`src/rtl/core/xts_pkg.sv`:
```
// xts_pkg: shared types, character codes and token kinds of the XML token scanner.
// No dependencies; imported by every module under rtl/core.
package xts_pkg;

    localparam int XTS_OFFSET_BITS = 32;  // default width of byte offsets
    localparam int XTS_QUEUE_DEPTH = 4;   // result queue entries (power of two)

    // Token kinds
    localparam logic [3:0] KIND_END       = 4'd0;
    localparam logic [3:0] KIND_OPEN      = 4'd1;
    localparam logic [3:0] KIND_CLOSE     = 4'd2;
    localparam logic [3:0] KIND_SELFCLOSE = 4'd3;
    localparam logic [3:0] KIND_TEXT      = 4'd4;
    localparam logic [3:0] KIND_COMMENT   = 4'd5;
    localparam logic [3:0] KIND_CDATA     = 4'd6;
    localparam logic [3:0] KIND_DECL      = 4'd7;
    localparam logic [3:0] KIND_ERROR     = 4'd8;

    // Character codes
    localparam logic [7:0] CH_LT    = 8'h3C;  // <
    localparam logic [7:0] CH_GT    = 8'h3E;  // >
    localparam logic [7:0] CH_QUEST = 8'h3F;  // ?
    localparam logic [7:0] CH_SLASH = 8'h2F;  // /
    localparam logic [7:0] CH_BANG  = 8'h21;  // !
    localparam logic [7:0] CH_DASH  = 8'h2D;  // -
    localparam logic [7:0] CH_LBRK  = 8'h5B;  // [
    localparam logic [7:0] CH_RBRK  = 8'h5D;  // ]
    localparam logic [7:0] CH_SPACE = 8'h20;
    localparam logic [7:0] CH_TAB   = 8'h09;
    localparam logic [7:0] CH_LF    = 8'h0A;
    localparam logic [7:0] CH_CR    = 8'h0D;

    typedef struct packed {
        logic [7:0] data_byte;
        logic       final_item;
        logic       end_only;
    } byte_item_t;

    typedef struct packed {
        logic [3:0]  token_kind;
        logic [31:0] token_offset;
        logic [31:0] value_offset;
        logic [31:0] value_length;
        logic        run_last;
    } token_item_t;

    // Up to two results of one accepted byte item; r1 only with r0.
    typedef struct packed {
        logic        r0_valid;
        logic        r1_valid;
        token_item_t r0;
        token_item_t r1;
    } res_pair_t;

    // "![CDATA[" prefix, one character per index
    function automatic logic [7:0] cdata_char(input logic [2:0] idx);
        logic [7:0] ch;
        case (idx)
            3'd0:    ch = CH_BANG;
            3'd1:    ch = CH_LBRK;
            3'd2:    ch = 8'h43;  // C
            3'd3:    ch = 8'h44;  // D
            3'd4:    ch = 8'h41;  // A
            3'd5:    ch = 8'h54;  // T
            3'd6:    ch = 8'h41;  // A
            default: ch = CH_LBRK;
        endcase
        return ch;
    endfunction

endpackage

```
`src/rtl/core/xts_parse.sv`:
```
// xts_parse: scanner state machine and offset counters, one byte item per step.
// Depends on xts_pkg; feeds up to two results per step to xts_result_queue.
module xts_parse
    import xts_pkg::*;
#(
    parameter int OFFSET_BITS = XTS_OFFSET_BITS
)
(
    input  logic       clk,
    input  logic       rst_n,
    input  logic       step,
    input  byte_item_t item,
    output res_pair_t  res
);

    typedef logic [OFFSET_BITS-1:0] off_t;

    typedef enum logic [3:0] {
        M_SKIP, M_TEXT, M_LT, M_BANG, M_BANG_DASH, M_CDATA_PFX, M_COMMENT, M_CDATA,
        M_DECL_NAME, M_DECL_BODY, M_CLOSE_NAME, M_CLOSE_BODY, M_OPEN_NAME, M_OPEN_BODY
    } mode_t;

    localparam off_t POS_MAX = '1;
    localparam off_t TWO     = off_t'(2);

    function automatic off_t inc_pos(input off_t x);
        return (x == POS_MAX) ? x : x + off_t'(1);
    endfunction

    function automatic off_t sub0(input off_t a, input off_t b);
        return (a > b) ? a - b : '0;
    endfunction

    function automatic logic [31:0] to32(input off_t x);
        logic [63:0] w;
        w = 64'(x);
        return w[31:0];
    endfunction

    function automatic token_item_t mk(input logic [3:0] kind, input off_t tok,
                                       input off_t voff, input off_t vlen);
        token_item_t t;
        t.token_kind   = kind;
        t.token_offset = to32(tok);
        t.value_offset = to32(voff);
        t.value_length = to32(vlen);
        t.run_last     = 1'b0;
        return t;
    endfunction

    mode_t       mode_reg, mode_next, mode_mid;
    off_t        pos_reg, pos_next, pos_mid;
    off_t        tok_reg, tok_next, tok_mid;
    off_t        fbeg_reg, fbeg_next, fbeg_mid;
    off_t        fend_reg, fend_next, fend_mid;
    logic [3:0]  pfx_reg, pfx_next, pfx_mid;
    logic [15:0] pair_reg, pair_next, pair_mid;
    logic [1:0]  cnt_reg, cnt_next, cnt_mid;

    logic        b_valid, f_valid, go_name, name_end;
    token_item_t b_res, f_res, e_res;
    off_t        fb_name, after_lt;
    logic [7:0]  c;
    logic [15:0] pair_push;
    logic [1:0]  cnt_push;
    res_pair_t   res_raw;

    assign c         = item.data_byte;
    assign pair_push = {pair_reg[7:0], c};
    assign cnt_push  = (cnt_reg == 2'd2) ? 2'd2 : cnt_reg + 2'd1;
    assign name_end  = (c == CH_GT) || (c == CH_SPACE) || (c == CH_SLASH) ||
                       (c == CH_TAB) || (c == CH_LF);

    // Byte step
    always_comb
    begin
        mode_mid = mode_reg;
        pos_mid  = pos_reg;
        tok_mid  = tok_reg;
        fbeg_mid = fbeg_reg;
        fend_mid = fend_reg;
        pfx_mid  = pfx_reg;
        pair_mid = pair_reg;
        cnt_mid  = cnt_reg;
        b_valid  = 1'b0;
        b_res    = '0;
        go_name  = 1'b0;
        fb_name  = fbeg_reg;
        if (!item.end_only)
        begin
            pos_mid = inc_pos(pos_reg);
            case (mode_reg)
                M_TEXT:
                begin
                    if (c == CH_LT)
                    begin
                        b_valid  = 1'b1;
                        b_res    = mk(KIND_TEXT, tok_reg, fbeg_reg, sub0(pos_reg, fbeg_reg));
                        tok_mid  = pos_reg;
                        mode_mid = M_LT;
                    end
                end
                M_LT:
                begin
                    if (c == CH_BANG)
                        mode_mid = M_BANG;
                    else if (c == CH_QUEST)
                    begin
                        fbeg_mid = inc_pos(pos_reg);
                        mode_mid = M_DECL_NAME;
                    end
                    else if (c == CH_SLASH)
                    begin
                        fbeg_mid = inc_pos(pos_reg);
                        mode_mid = M_CLOSE_NAME;
                    end
                    else
                    begin
                        go_name = 1'b1;
                        fb_name = pos_reg;
                    end
                end
                M_BANG:
                begin
                    if (c == CH_DASH)
                        mode_mid = M_BANG_DASH;
                    else if (c == CH_LBRK)
                    begin
                        pfx_mid  = 4'd2;
                        mode_mid = M_CDATA_PFX;
                    end
                    else
                    begin
                        go_name = 1'b1;
                        fb_name = inc_pos(tok_reg);
                    end
                end
                M_BANG_DASH:
                begin
                    if (c == CH_DASH)
                    begin
                        fbeg_mid = inc_pos(pos_reg);
                        pair_mid = '0;
                        cnt_mid  = '0;
                        mode_mid = M_COMMENT;
                    end
                    else
                    begin
                        go_name = 1'b1;
                        fb_name = inc_pos(tok_reg);
                    end
                end
                M_CDATA_PFX:
                begin
                    if (!pfx_reg[3] && (c == cdata_char(pfx_reg[2:0])))
                    begin
                        pfx_mid = pfx_reg + 4'd1;
                        if (pfx_reg == 4'd7)
                        begin
                            fbeg_mid = inc_pos(pos_reg);
                            pair_mid = '0;
                            cnt_mid  = '0;
                            mode_mid = M_CDATA;
                        end
                    end
                    else
                    begin
                        go_name = 1'b1;
                        fb_name = inc_pos(tok_reg);
                    end
                end
                M_COMMENT, M_CDATA:
                begin
                    if ((c == CH_GT) && (cnt_reg == 2'd2) &&
                        (((mode_reg == M_COMMENT) && (pair_reg == {CH_DASH, CH_DASH})) ||
                         ((mode_reg == M_CDATA) && (pair_reg == {CH_RBRK, CH_RBRK}))))
                    begin
                        b_valid  = 1'b1;
                        b_res    = mk((mode_reg == M_COMMENT) ? KIND_COMMENT : KIND_CDATA,
                                      tok_reg, fbeg_reg, sub0(sub0(pos_reg, TWO), fbeg_reg));
                        mode_mid = M_SKIP;
                    end
                    else
                    begin
                        pair_mid = pair_push;
                        cnt_mid  = cnt_push;
                    end
                end
                M_DECL_NAME:
                begin
                    // terminator is never '>', so the body just records it
                    if ((c == CH_SPACE) || (c == CH_QUEST))
                    begin
                        fend_mid = pos_reg;
                        pair_mid = {8'h00, c};
                        cnt_mid  = 2'd1;
                        mode_mid = M_DECL_BODY;
                    end
                end
                M_DECL_BODY:
                begin
                    if ((c == CH_GT) && (cnt_reg != 2'd0) && (pair_reg[7:0] == CH_QUEST))
                    begin
                        b_valid  = 1'b1;
                        b_res    = mk(KIND_DECL, tok_reg, fbeg_reg, sub0(fend_reg, fbeg_reg));
                        mode_mid = M_SKIP;
                    end
                    else
                    begin
                        pair_mid = pair_push;
                        cnt_mid  = cnt_push;
                    end
                end
                M_CLOSE_NAME:
                begin
                    if (c == CH_GT)
                    begin
                        b_valid  = 1'b1;
                        b_res    = mk(KIND_CLOSE, tok_reg, fbeg_reg, sub0(pos_reg, fbeg_reg));
                        mode_mid = M_SKIP;
                    end
                    else if (c == CH_SPACE)
                    begin
                        fend_mid = pos_reg;
                        mode_mid = M_CLOSE_BODY;
                    end
                end
                M_CLOSE_BODY:
                begin
                    if (c == CH_GT)
                    begin
                        b_valid  = 1'b1;
                        b_res    = mk(KIND_CLOSE, tok_reg, fbeg_reg, sub0(fend_reg, fbeg_reg));
                        mode_mid = M_SKIP;
                    end
                end
                M_OPEN_NAME:
                    go_name = 1'b1;
                M_OPEN_BODY:
                begin
                    if (c == CH_GT)
                    begin
                        b_valid  = 1'b1;
                        b_res    = mk(((cnt_reg != 2'd0) && (pair_reg[7:0] == CH_SLASH)) ?
                                      KIND_SELFCLOSE : KIND_OPEN,
                                      tok_reg, fbeg_reg, sub0(fend_reg, fbeg_reg));
                        mode_mid = M_SKIP;
                    end
                    else
                    begin
                        pair_mid = pair_push;
                        cnt_mid  = cnt_push;
                    end
                end
                default:
                begin
                    if (!((c == CH_SPACE) || (c == CH_TAB) || (c == CH_LF) || (c == CH_CR)))
                    begin
                        tok_mid = pos_reg;
                        if (c == CH_LT)
                            mode_mid = M_LT;
                        else
                        begin
                            fbeg_mid = pos_reg;
                            mode_mid = M_TEXT;
                        end
                    end
                end
            endcase

            // Tag name scan, shared by '<', by a broken '<!' prefix and by each further name byte
            if (go_name)
            begin
                fbeg_mid = fb_name;
                mode_mid = M_OPEN_NAME;
                if (name_end)
                begin
                    fend_mid = pos_reg;
                    if (c == CH_GT)
                    begin
                        b_valid  = 1'b1;
                        b_res    = mk(KIND_OPEN, tok_reg, fb_name, sub0(pos_reg, fb_name));
                        pair_mid = '0;
                        cnt_mid  = '0;
                        mode_mid = M_SKIP;
                    end
                    else
                    begin
                        pair_mid = {8'h00, c};
                        cnt_mid  = 2'd1;
                        mode_mid = M_OPEN_BODY;
                    end
                end
            end
        end
    end

    // End of document: pending token, then the end token
    assign after_lt = inc_pos(tok_mid);
    assign e_res    = mk(KIND_END, pos_mid, '0, '0);

    always_comb
    begin
        f_valid = 1'b1;
        case (mode_mid)
            M_TEXT:       f_res = mk(KIND_TEXT, tok_mid, fbeg_mid, sub0(pos_mid, fbeg_mid));
            M_LT:         f_res = mk(KIND_ERROR, tok_mid, tok_mid, off_t'(1));
            M_BANG, M_BANG_DASH, M_CDATA_PFX:
                          f_res = mk(KIND_OPEN, tok_mid, after_lt, sub0(pos_mid, after_lt));
            M_COMMENT:    f_res = mk(KIND_COMMENT, tok_mid, fbeg_mid,
                                     sub0(sub0(pos_mid, TWO), fbeg_mid));
            M_CDATA:      f_res = mk(KIND_CDATA, tok_mid, fbeg_mid,
                                     sub0(sub0(pos_mid, TWO), fbeg_mid));
            M_DECL_NAME:  f_res = mk(KIND_DECL, tok_mid, fbeg_mid, sub0(pos_mid, fbeg_mid));
            M_DECL_BODY:  f_res = mk(KIND_DECL, tok_mid, fbeg_mid, sub0(fend_mid, fbeg_mid));
            M_CLOSE_NAME: f_res = mk(KIND_CLOSE, tok_mid, fbeg_mid, sub0(pos_mid, fbeg_mid));
            M_CLOSE_BODY: f_res = mk(KIND_CLOSE, tok_mid, fbeg_mid, sub0(fend_mid, fbeg_mid));
            M_OPEN_NAME:  f_res = mk(KIND_OPEN, tok_mid, fbeg_mid, sub0(pos_mid, fbeg_mid));
            M_OPEN_BODY:  f_res = mk(KIND_OPEN, tok_mid, fbeg_mid, sub0(fend_mid, fbeg_mid));
            default:
            begin
                f_valid = 1'b0;
                f_res   = '0;
            end
        endcase
    end

    // Slot packing: at most two results, the third (end token) is dropped
    always_comb
    begin
        res_raw = '0;
        if (item.final_item)
        begin
            res_raw.r0_valid = 1'b1;
            res_raw.r1_valid = b_valid || f_valid;
            if (b_valid)
            begin
                res_raw.r0 = b_res;
                res_raw.r1 = f_valid ? f_res : e_res;
            end
            else if (f_valid)
            begin
                res_raw.r0 = f_res;
                res_raw.r1 = e_res;
            end
            else
                res_raw.r0 = e_res;
        end
        else
        begin
            res_raw.r0_valid = b_valid;
            res_raw.r0       = b_res;
        end
        res_raw.r0.run_last = !res_raw.r1_valid;
        res_raw.r1.run_last = 1'b1;
        res_raw.r0_valid    = res_raw.r0_valid && step;
        res_raw.r1_valid    = res_raw.r1_valid && step;
    end

    assign res = res_raw;

    // A final item returns everything to reset
    always_comb
    begin
        if (item.final_item)
        begin
            mode_next = M_SKIP;
            pos_next  = '0;
            tok_next  = '0;
            fbeg_next = '0;
            fend_next = '0;
            pfx_next  = '0;
            pair_next = '0;
            cnt_next  = '0;
        end
        else
        begin
            mode_next = mode_mid;
            pos_next  = pos_mid;
            tok_next  = tok_mid;
            fbeg_next = fbeg_mid;
            fend_next = fend_mid;
            pfx_next  = pfx_mid;
            pair_next = pair_mid;
            cnt_next  = cnt_mid;
        end
    end

    always_ff @(posedge clk or negedge rst_n)
    begin
        if (!rst_n)
        begin
            mode_reg <= M_SKIP;
            pos_reg  <= '0;
            tok_reg  <= '0;
            fbeg_reg <= '0;
            fend_reg <= '0;
            pfx_reg  <= '0;
            pair_reg <= '0;
            cnt_reg  <= '0;
        end
        else if (step)
        begin
            mode_reg <= mode_next;
            pos_reg  <= pos_next;
            tok_reg  <= tok_next;
            fbeg_reg <= fbeg_next;
            fend_reg <= fend_next;
            pfx_reg  <= pfx_next;
            pair_reg <= pair_next;
            cnt_reg  <= cnt_next;
        end
    end

    // A second result never comes without a first
    a_pair_order: assert property (@(posedge clk) disable iff (!rst_n)
        res.r1_valid |-> res.r0_valid)
        else $error("second result without first");

    // A document always closes with run_last on its last result
    a_final_results: assert property (@(posedge clk) disable iff (!rst_n)
        (step && item.final_item) |->
            (res.r0_valid && (res.r1_valid ? res.r1.run_last : res.r0.run_last)))
        else $error("final item without closing result");

    // After a final item the scanner restarts at offset zero
    a_restart: assert property (@(posedge clk) disable iff (!rst_n)
        (step && item.final_item) |=> ((mode_reg == M_SKIP) && (pos_reg == '0)))
        else $error("state not cleared after final item");

endmodule

```
`src/rtl/core/xts_result_queue.sv`:
```
// xts_result_queue: small result FIFO, up to two writes and one read per cycle; out_stall holds the read.
// Depends on xts_pkg; drives the token channel of the top level.
module xts_result_queue
    import xts_pkg::*;
(
    input  logic        clk,
    input  logic        rst_n,
    input  res_pair_t   wr,
    output logic        room,
    output logic        out_valid,
    input  logic        out_stall,
    output token_item_t out_item
);

    localparam int QW = $clog2(XTS_QUEUE_DEPTH);

    token_item_t mem_reg [XTS_QUEUE_DEPTH];
    logic [QW-1:0] head_reg, head_next, tail_reg, tail_next, tail_plus1;
    logic [QW:0]   count_reg, count_next, wr_n;
    logic          pop;

    assign tail_plus1 = tail_reg + QW'(1);
    assign wr_n       = (QW+1)'(wr.r0_valid) + (QW+1)'(wr.r1_valid);
    assign out_valid  = (count_reg != '0);
    assign out_item   = mem_reg[head_reg];
    assign pop        = out_valid && !out_stall;
    // room for a full pair of results
    assign room       = (count_reg <= (QW+1)'(XTS_QUEUE_DEPTH - 2));

    assign head_next  = pop ? head_reg + QW'(1) : head_reg;
    assign tail_next  = tail_reg + wr_n[QW-1:0];
    assign count_next = count_reg + wr_n - (QW+1)'(pop);

    always_ff @(posedge clk)
    begin
        if (wr.r0_valid)
            mem_reg[tail_reg] <= wr.r0;
        if (wr.r1_valid)
            mem_reg[tail_plus1] <= wr.r1;
    end

    always_ff @(posedge clk or negedge rst_n)
    begin
        if (!rst_n)
        begin
            head_reg  <= '0;
            tail_reg  <= '0;
            count_reg <= '0;
        end
        else
        begin
            head_reg  <= head_next;
            tail_reg  <= tail_next;
            count_reg <= count_next;
        end
    end

    a_no_overflow: assert property (@(posedge clk) disable iff (!rst_n)
        count_reg <= (QW+1)'(XTS_QUEUE_DEPTH))
        else $error("result queue overflow");

    a_write_room: assert property (@(posedge clk) disable iff (!rst_n)
        (wr_n != '0) |-> room)
        else $error("write without room");

    a_drain: assert property (@(posedge clk) disable iff (!rst_n)
        (pop && (wr_n == '0)) |=> (count_reg == $past(count_reg) - (QW+1)'(1)))
        else $error("queue count lost a pop");

endmodule

```
`src/rtl/core/xml_token_scanner_core.sv`:
```
// xml_token_scanner_core: streaming XML tokenizer, top level.
// Depends on xts_pkg, xts_parse and xts_result_queue.
//
//   channel | direction | handshake                | item
//   --------+-----------+--------------------------+-------------------------------
//   byte    | in        | byte_valid / byte_stall  | byte_item_t  (one document byte)
//   token   | out       | token_valid / token_stall| token_item_t (one token report)
//
// Flow: one byte item per cycle while byte_stall is low; a byte waits in the input
// register until the queue has room, then the scanner step writes its zero, one or two
// tokens into a four-entry queue, and token_valid rises once they are registered there.
// The token port drains one token per cycle while token_stall is low; a step that
// yields two tokens (a final item) hands them out one after the other.
// Reset: rst_n clears scanner state, the input register's pending flag and the queue pointers at once.
// Stalls: byte_stall rises only while a byte waits and the queue has fewer than
// two free entries; token_stall holds the queue head in place.
module xml_token_scanner_core
    import xts_pkg::*;
#(
    parameter int OFFSET_BITS = XTS_OFFSET_BITS
)
(
    input  logic        clk,
    input  logic        rst_n,
    input  logic        byte_valid,
    output logic        byte_stall,
    input  byte_item_t  byte_item,
    output logic        token_valid,
    input  logic        token_stall,
    output token_item_t token_item
);

    logic       pend_reg, pend_next;
    byte_item_t item_reg;
    logic       accept, advance, room;
    res_pair_t  res;

    // Input register: holds one byte until the queue can take its results
    assign advance    = pend_reg && room;
    assign byte_stall = pend_reg && !room;
    assign accept     = byte_valid && !byte_stall;
    assign pend_next  = accept ? 1'b1 : (advance ? 1'b0 : pend_reg);

    always_ff @(posedge clk)
    begin
        if (accept)
            item_reg <= byte_item;
    end

    always_ff @(posedge clk or negedge rst_n)
    begin
        if (!rst_n)
            pend_reg <= 1'b0;
        else
            pend_reg <= pend_next;
    end

    // Scanner step: state machine and offsets
    xts_parse #(
        .OFFSET_BITS(OFFSET_BITS)
    ) u_parse (
        .clk   (clk),
        .rst_n (rst_n),
        .step  (advance),
        .item  (item_reg),
        .res   (res)
    );

    // Result queue: splits a token pair onto the one-per-cycle token port
    xts_result_queue u_queue (
        .clk       (clk),
        .rst_n     (rst_n),
        .wr        (res),
        .room      (room),
        .out_valid (token_valid),
        .out_stall (token_stall),
        .out_item  (token_item)
    );

endmodule
```
`config.mk`:
```
export PLATFORM = sky130hd
export DESIGN_NAME = xml_token_scanner_core
export DESIGN_NICKNAME = d
export VERILOG_FILES = /design/src/rtl/core/xts_pkg.sv /design/src/rtl/core/xts_parse.sv /design/src/rtl/core/xts_result_queue.sv /design/src/rtl/core/xml_token_scanner_core.sv
export SDC_FILE = /design/constraint.sdc
export NUM_CORES = 2
export LEC_CHECK = 0
export BUFFER_PORTS_ARGS = -buffer_cell sky130_fd_sc_hd__buf_2
export CAP_MARGIN = 20
export CELL_PAD_IN_SITES_DETAIL_PLACEMENT = 1
export CELL_PAD_IN_SITES_GLOBAL_PLACEMENT = 2
export CORE_MARGIN = 3
export CORE_UTILIZATION = 38
export CTS_BUF_LIST = sky130_fd_sc_hd__clkbuf_4 sky130_fd_sc_hd__clkbuf_8
export CTS_CLUSTER_SIZE = 28
export DETAILED_ROUTE_END_ITERATION = 8
export GPL_TIMING_DRIVEN = 1
export PLACE_DENSITY = 0.87
export SYNTH_ARGS = -nofsm -noshare
export SYNTH_HDL_FRONTEND = slang
export SYNTH_SLANG_ARGS = --single-unit
export TNS_END_PERCENT = 20
```
`constraint.sdc`:
```
create_clock -name clk -period 7.8 [get_ports clk]
set_clock_uncertainty 0.15 [all_clocks]
set_input_delay 0.39 -clock clk [delete_from_list [all_inputs] [get_ports clk]]
set_output_delay 0.39 -clock clk [all_outputs]
set_load 0.01 [all_outputs]
```
# Word-level counts from Yosys, hierarchy flattened
# Memory sizes are Yosys's and may differ from the RTL's.
# Index checks and enable logic that the tools add are counted.
# classes
n_eq_ne	56
order_cmp	11
muxes	154
add_sub_neg	21
n_reduce_logical	44
# op_table
operator	count
$mux W32	45
$pmux W101 S11	1
$mux W101	9
$pmux W101 S6	1
$gt A32 B32 Y1	8
$pmux W32 S4	2
$sub A32 B32 Y32	8
$mux W202	1
$mux W100	2
$mux W99	2
$mux W16	11
$pmux W32 S2	2
$mux W4	26
$mux W97	1
$add A32 B1 Y32 const B	3
$eq A32 B32 Y1 const B	3
$pmux W16 S6	1
$eq A8 B6 Y1 const B	9
$gt A32 B2 Y1 const B	2
$sub A32 B2 Y32 const B	2
$eq A4 B4 Y1 const B	12
$pmux W4 S11	1
$eq A4 B3 Y1 const B	9
$pmux W7 S5	1
40 further kinds	124
# totals
out_inout_bits	103
input_bits	14
memories	1
ramBits	404
elab_cells	302
reg_bits	172
# mem_list
name	depth	word_bits	rd	rd_clocked_by_memory_dff	write_ports	line	source
u_queue.mem_reg	4	101	1	0	2	xts_result_queue.sv:17	token_item_t mem_reg [XTS_QUEUE_DEPTH];

# Longest topological paths before layout
# logic_depth
depth_word	21
depth_mapped	33
depth_no_buf	28

# By module
# Synthesis repeated with hierarchy kept, for this count alone.
# unflattened
cells_unflattened	5569
area_unflattened_um2	51851.0
# modules_own_cells
mod	area_per_inst_um2	seq_area_each_um2	cells_per_inst	n_inst
xts_parse	31534.0	3853.7	4535	1
xts_result_queue	19952.9	12306.8	1018	1
xml_token_scanner_core	364.1	325.3	16	1

# Worst setup path before layout
# OpenSTA, ideal clock, no wires.
# synth_path
path_type	reg-to-reg
start	register u_parse.pos_reg[1]
end	memory u_queue.mem_reg[0][27] (netlist bit) (data pin)
n_path_buf	2
arrival_time_ps	7249
path_slack_ps	129
stages_incl_launch_ff	29
cell_sequence	dfrtp_1 -> ha_1 -> nand3_1 -> or4_1 -> o41ai_1 -> nor2_1 -> xnor2_1 -> nand3_1 -> or3_1 -> nor4_1 -> and3_1 -> clkbuf_1 -> clkbuf_1 -> or2_2 -> ha_1 -> inv_1 -> fa_1 -> a21o_1 -> a21oi_1 -> o21a_1 -> o21ai_0 -> nand2_1 -> o311ai_0 -> a21boi_0 -> o21ai_0 -> xor2_1 -> a22o_1 -> a211oi_1 -> o22ai_1
# synth_rtl
item	line	source
from (decl)	xts_parse.sv:52	off_t pos_reg, pos_next, pos_mid;
from (signal assigned)	xts_parse.sv:405	pos_reg <= pos_next;
to (decl)	xts_result_queue.sv:17	

==> impl_metrics.env <==
export IMPL_start_util_pct=38.5
export IMPL_fp_dieH_microns=369
export IMPL_core_area_sq_um=130000
export IMPL_synth_fp_nets=5975
export IMPL_syn_inst=5677
export IMPL_r2r_slack_ns=0.06
export IMPL_antenna_found_initial=28
export IMPL_final_net_count=6468
export IMPL_period_share_pct=99.2
export IMPL_dp_cells=7777
export IMPL_clk_pin_slew_worst_paths_ns=0.06
export IMPL_overflow=0
export IMPL_wl_per_cell_microns=36.3
export IMPL_crit_required_ns=8.20
export IMPL_post_place_ws_ns=-0.321
export IMPL_vias=54229
export IMPL_p_switching_uw=15900
export IMPL_clockBufferDepth=3
export IMPL_critPathMaxFanout=18
export IMPL_yosys_warnings=0
export IMPL_hold_viol=0
export IMPL_antenna_left=0
export IMPL_grt_usage_pct=41.4
export IMPL_async_flop_share_pct=28.1
export IMPL_first_pass_iters=6
export IMPL_port_buffers=116
export IMPL_p_sw_share_pct=54.1
export IMPL_internal_power_uw=13500
export IMPL_area_growth_syn_to_layout_pct=18.5
export IMPL_drive_gt1_share_pct=19.9
export IMPL_worstPathArrival_ns=8.14
export IMPL_slew_headroom_pct=5.80
export IMPL_r2r_end="u_queue.mem_reg[0][4]"
export IMPL_critical_path_class="flop to flop"
export IMPL_htree_levels=3
export IMPL_clock_fmax_mhz=129
export IMPL_cp_start_kind="flop"
export IMPL_clkPwrFrac_pct=10.1
export IMPL_holdPathStages=2
export IMPL_cts_root_buf="clkbuf_8"
export IMPL_pwr_share_comb_pct=75.3
export IMPL_numCtsBuffers=102
export IMPL_min_to="item_reg[9]"
export IMPL_tightest_slew_ns=1.41
export IMPL_max_stage_delay_ns=1.08
export IMPL_ys_seq_elements=576
export IMPL_die_w_microns=369
export IMPL_synthFlopType="edfxtp_1"
export IMPL_place_congestion=1.06
export IMPL_clk_latency_ns=0.92
export IMPL_setup_ws_ns=0.0630
export IMPL_dp_hpwl_microns=223000
export IMPL_cts_sinks=576
export IMPL_vias_per_cell=6.77
export IMPL_power_frac_seq_pct=14.6
export IMPL_reg2reg_from="u_parse.pfx_reg[1]"
export IMPL_mostFrequentLayoutCell="buf_4"
export IMPL_layout_common_cells="626 x buf_4, 482 x nand2_1, 472 x nor2_1"
export IMPL_seq_area_frac_synth_pct=32.9
export IMPL_die_area_sq_um=136000
export IMPL_fin_util_pct=45.6
export IMPL_outcome="finished, final reports clean"
export IMPL_hold_start="byte_item[9]"
export IMPL_wirelength_microns=291000
export IMPL_syn_avg_cell_area_sq_um=8.82
export IMPL_finalSetupViolations=0
export IMPL_tritoncts="built"
export IMPL_crit_path_end_kind="flop"
export IMPL_grt_start_max_net_pins=113
export IMPL_largest_reg_flops=404
export IMPL_ir_worst_vdd_v=0.000295
export IMPL_power_density_nw_per_um2=496
export IMPL_rsz0062_at_grt="yes"
export IMPL_num_io_pins=117
export IMPL_cp_slowest_cell="a221oi_1"
export IMPL_maxCapViolCount=0
export IMPL_drc=0
export IMPL_fillers=15253
export IMPL_path_common_cell="buf_4"
export IMPL_synth_edf_count=410
export IMPL_grt_pass1_wl_microns=405000
export IMPL_min_period_ns=7.74
export IMPL_grt_pass1_vias=53260
export IMPL_first_iter_violations=6683
export IMPL_yosysUniqueCellTypes=100
export IMPL_power_uw=29400
export IMPL_row_count=132
export IMPL_drv_slew=0
export IMPL_fin_cells=8010
export IMPL_reg2reg_depth=29
export IMPL_syn_area_sq_um=50000
export IMPL_hp_class="input port to flop"
export IMPL_p_leak_uw=0.0233
## cells by family (layout without fill, tap and decap cells)
kind of cell,Yosys count,count (layout),synth area share (%)
AO/OA/AOI/OAI,2024,2024,27.0
XOR/XNOR,358,358,6.27
adder cells (fa/ha/maj),284,284,7.23
buffers and inverters,550,1129,4.24
flip-flops,576,576,32.9
multiplexers,153,153,5.66
other,0,12,0
AND/OR/NAND/NOR,1732,1732,16.7
## layout make-up
class / count / area, sq um / share of cell area [%]
Timing Repair Buffer: 781 / 5880 / 9.91
Tap cell: 1742 / 2180 / 3.67
Inverter: 158 / 593 / 1.00
Clock buffer: 133 / 1670 / 2.81
Antenna cell: 12 / 30.0 / 0.0506
Sequential cell: 576 / 16500 / 27.7
Multi-Input combinational cell: 4551 / 32100 / 54.2
Clock inverter: 57 / 364 / 0.614
## power by group through the flow
| stage | registers, uW | clock network, uW | logic [uW] |
|---|---|---|---|
| floorplan | 4160 | 0 | 12300 |
| global placement | 4290 | 0 | 21000 |
| detailed placement | 4340 | 0 | 21200 |
| CTS | 4280 | 2980 | 21300 |
| global route | 4330 | 3110 | 23200 |
| finish | 4290 | 2970 | 22200 |
## cell usage after synthesis, types with 48 or more instances
master,count,area share (%)
nand2b_1,56,0.70
nand3_1,140,1.4
clkbuf_1,332,2.5
xor2_1,132,2.3
o22ai_1,300,3.8
and3_1,49,0.61
edfxtp_1,410,25
a22oi_1,75,1.1
o21ai_0,407,4.1
ha_1,275,6.9
a21oi_1,373,3.7
a211oi_1,58,0.87
dfrtp_1,162,8.1
mux4_2,101,4.5
o211ai_1,54,0.81
nand4_1,73,0.91
nor2_1,479,3.6
a21o_1,141,2.1
nor4_1,64,0.80
a31oi_1,67,0.84
inv_1,154,1.2
nor3_1,114,1.1
o21a_1,48,0.72
a22o_1,100,1.8
xnor2_1,226,4.0
nand2_1,495,3.7
## what timing repair did
item	CTS	global route
setup endpoints to repair	99	128
pin swaps	2	19
hold buffers	15	0
buffers inserted	4	11
endpoints found under the hold margin	125	0
resized for setup	14	78
## stage by stage
stage                     cell area, sq um  setup TNS, ns  hold WS [ns]
after floorplan                      50000              0       -0.0556
after global placement               56600          -2.97         0.247
after detailed placement             56600          -9.36         0.255
after CTS                            58900        -0.0127        0.0139
after global routing                 59300         -0.294        0.0634
final                                59300              0        0.0708
## metal layers
metal  vias to the layer above  global-route usage, %  wire length, microns
met5                         -                      0                    56
met4                         8                   29.1                 24700
met3                       815                   11.0                 29000
met2                      3165                   61.9                124000
met1                     27273                   51.9                113000
li1                      22968                      -                     -
## worst max-delay path by stage
stage / from / end / slack [ns] / cells past startpoint
after detailed placement: u_parse.pfx_reg[1] / u_queue.mem_reg[0][6] / -0.32 / 32
after CTS: u_parse.pos_reg[1] / u_queue.mem_reg[2][32] / -0.01 / 29
after global routing: u_parse.pos_reg[1] / u_queue.mem_reg[0][18] / -0.05 / 30
after global placement: u_parse.pfx_reg[1] / u_queue.mem_reg[0][6] / -0.19 / 32
after floorplan: u_parse.pos_reg[1] / u_queue.mem_reg[0][27] / 0.13 / 28
final: u_parse.pfx_reg[1] / u_queue.mem_reg[0][4] / 0.06 / 29
## worst max-delay path, delay by kind of cell (launching register included)
kind                     cells  cell delay, ns
buffers and inverters        8            1.80
AO/OA/AOI/OAI               12            3.46
adder cells (fa/ha/maj)      2            0.53
AND/OR/NAND/NOR              7            1.02
flip-flops                   1            0.43
No activity file was read; power rests on OpenSTA's default activity.
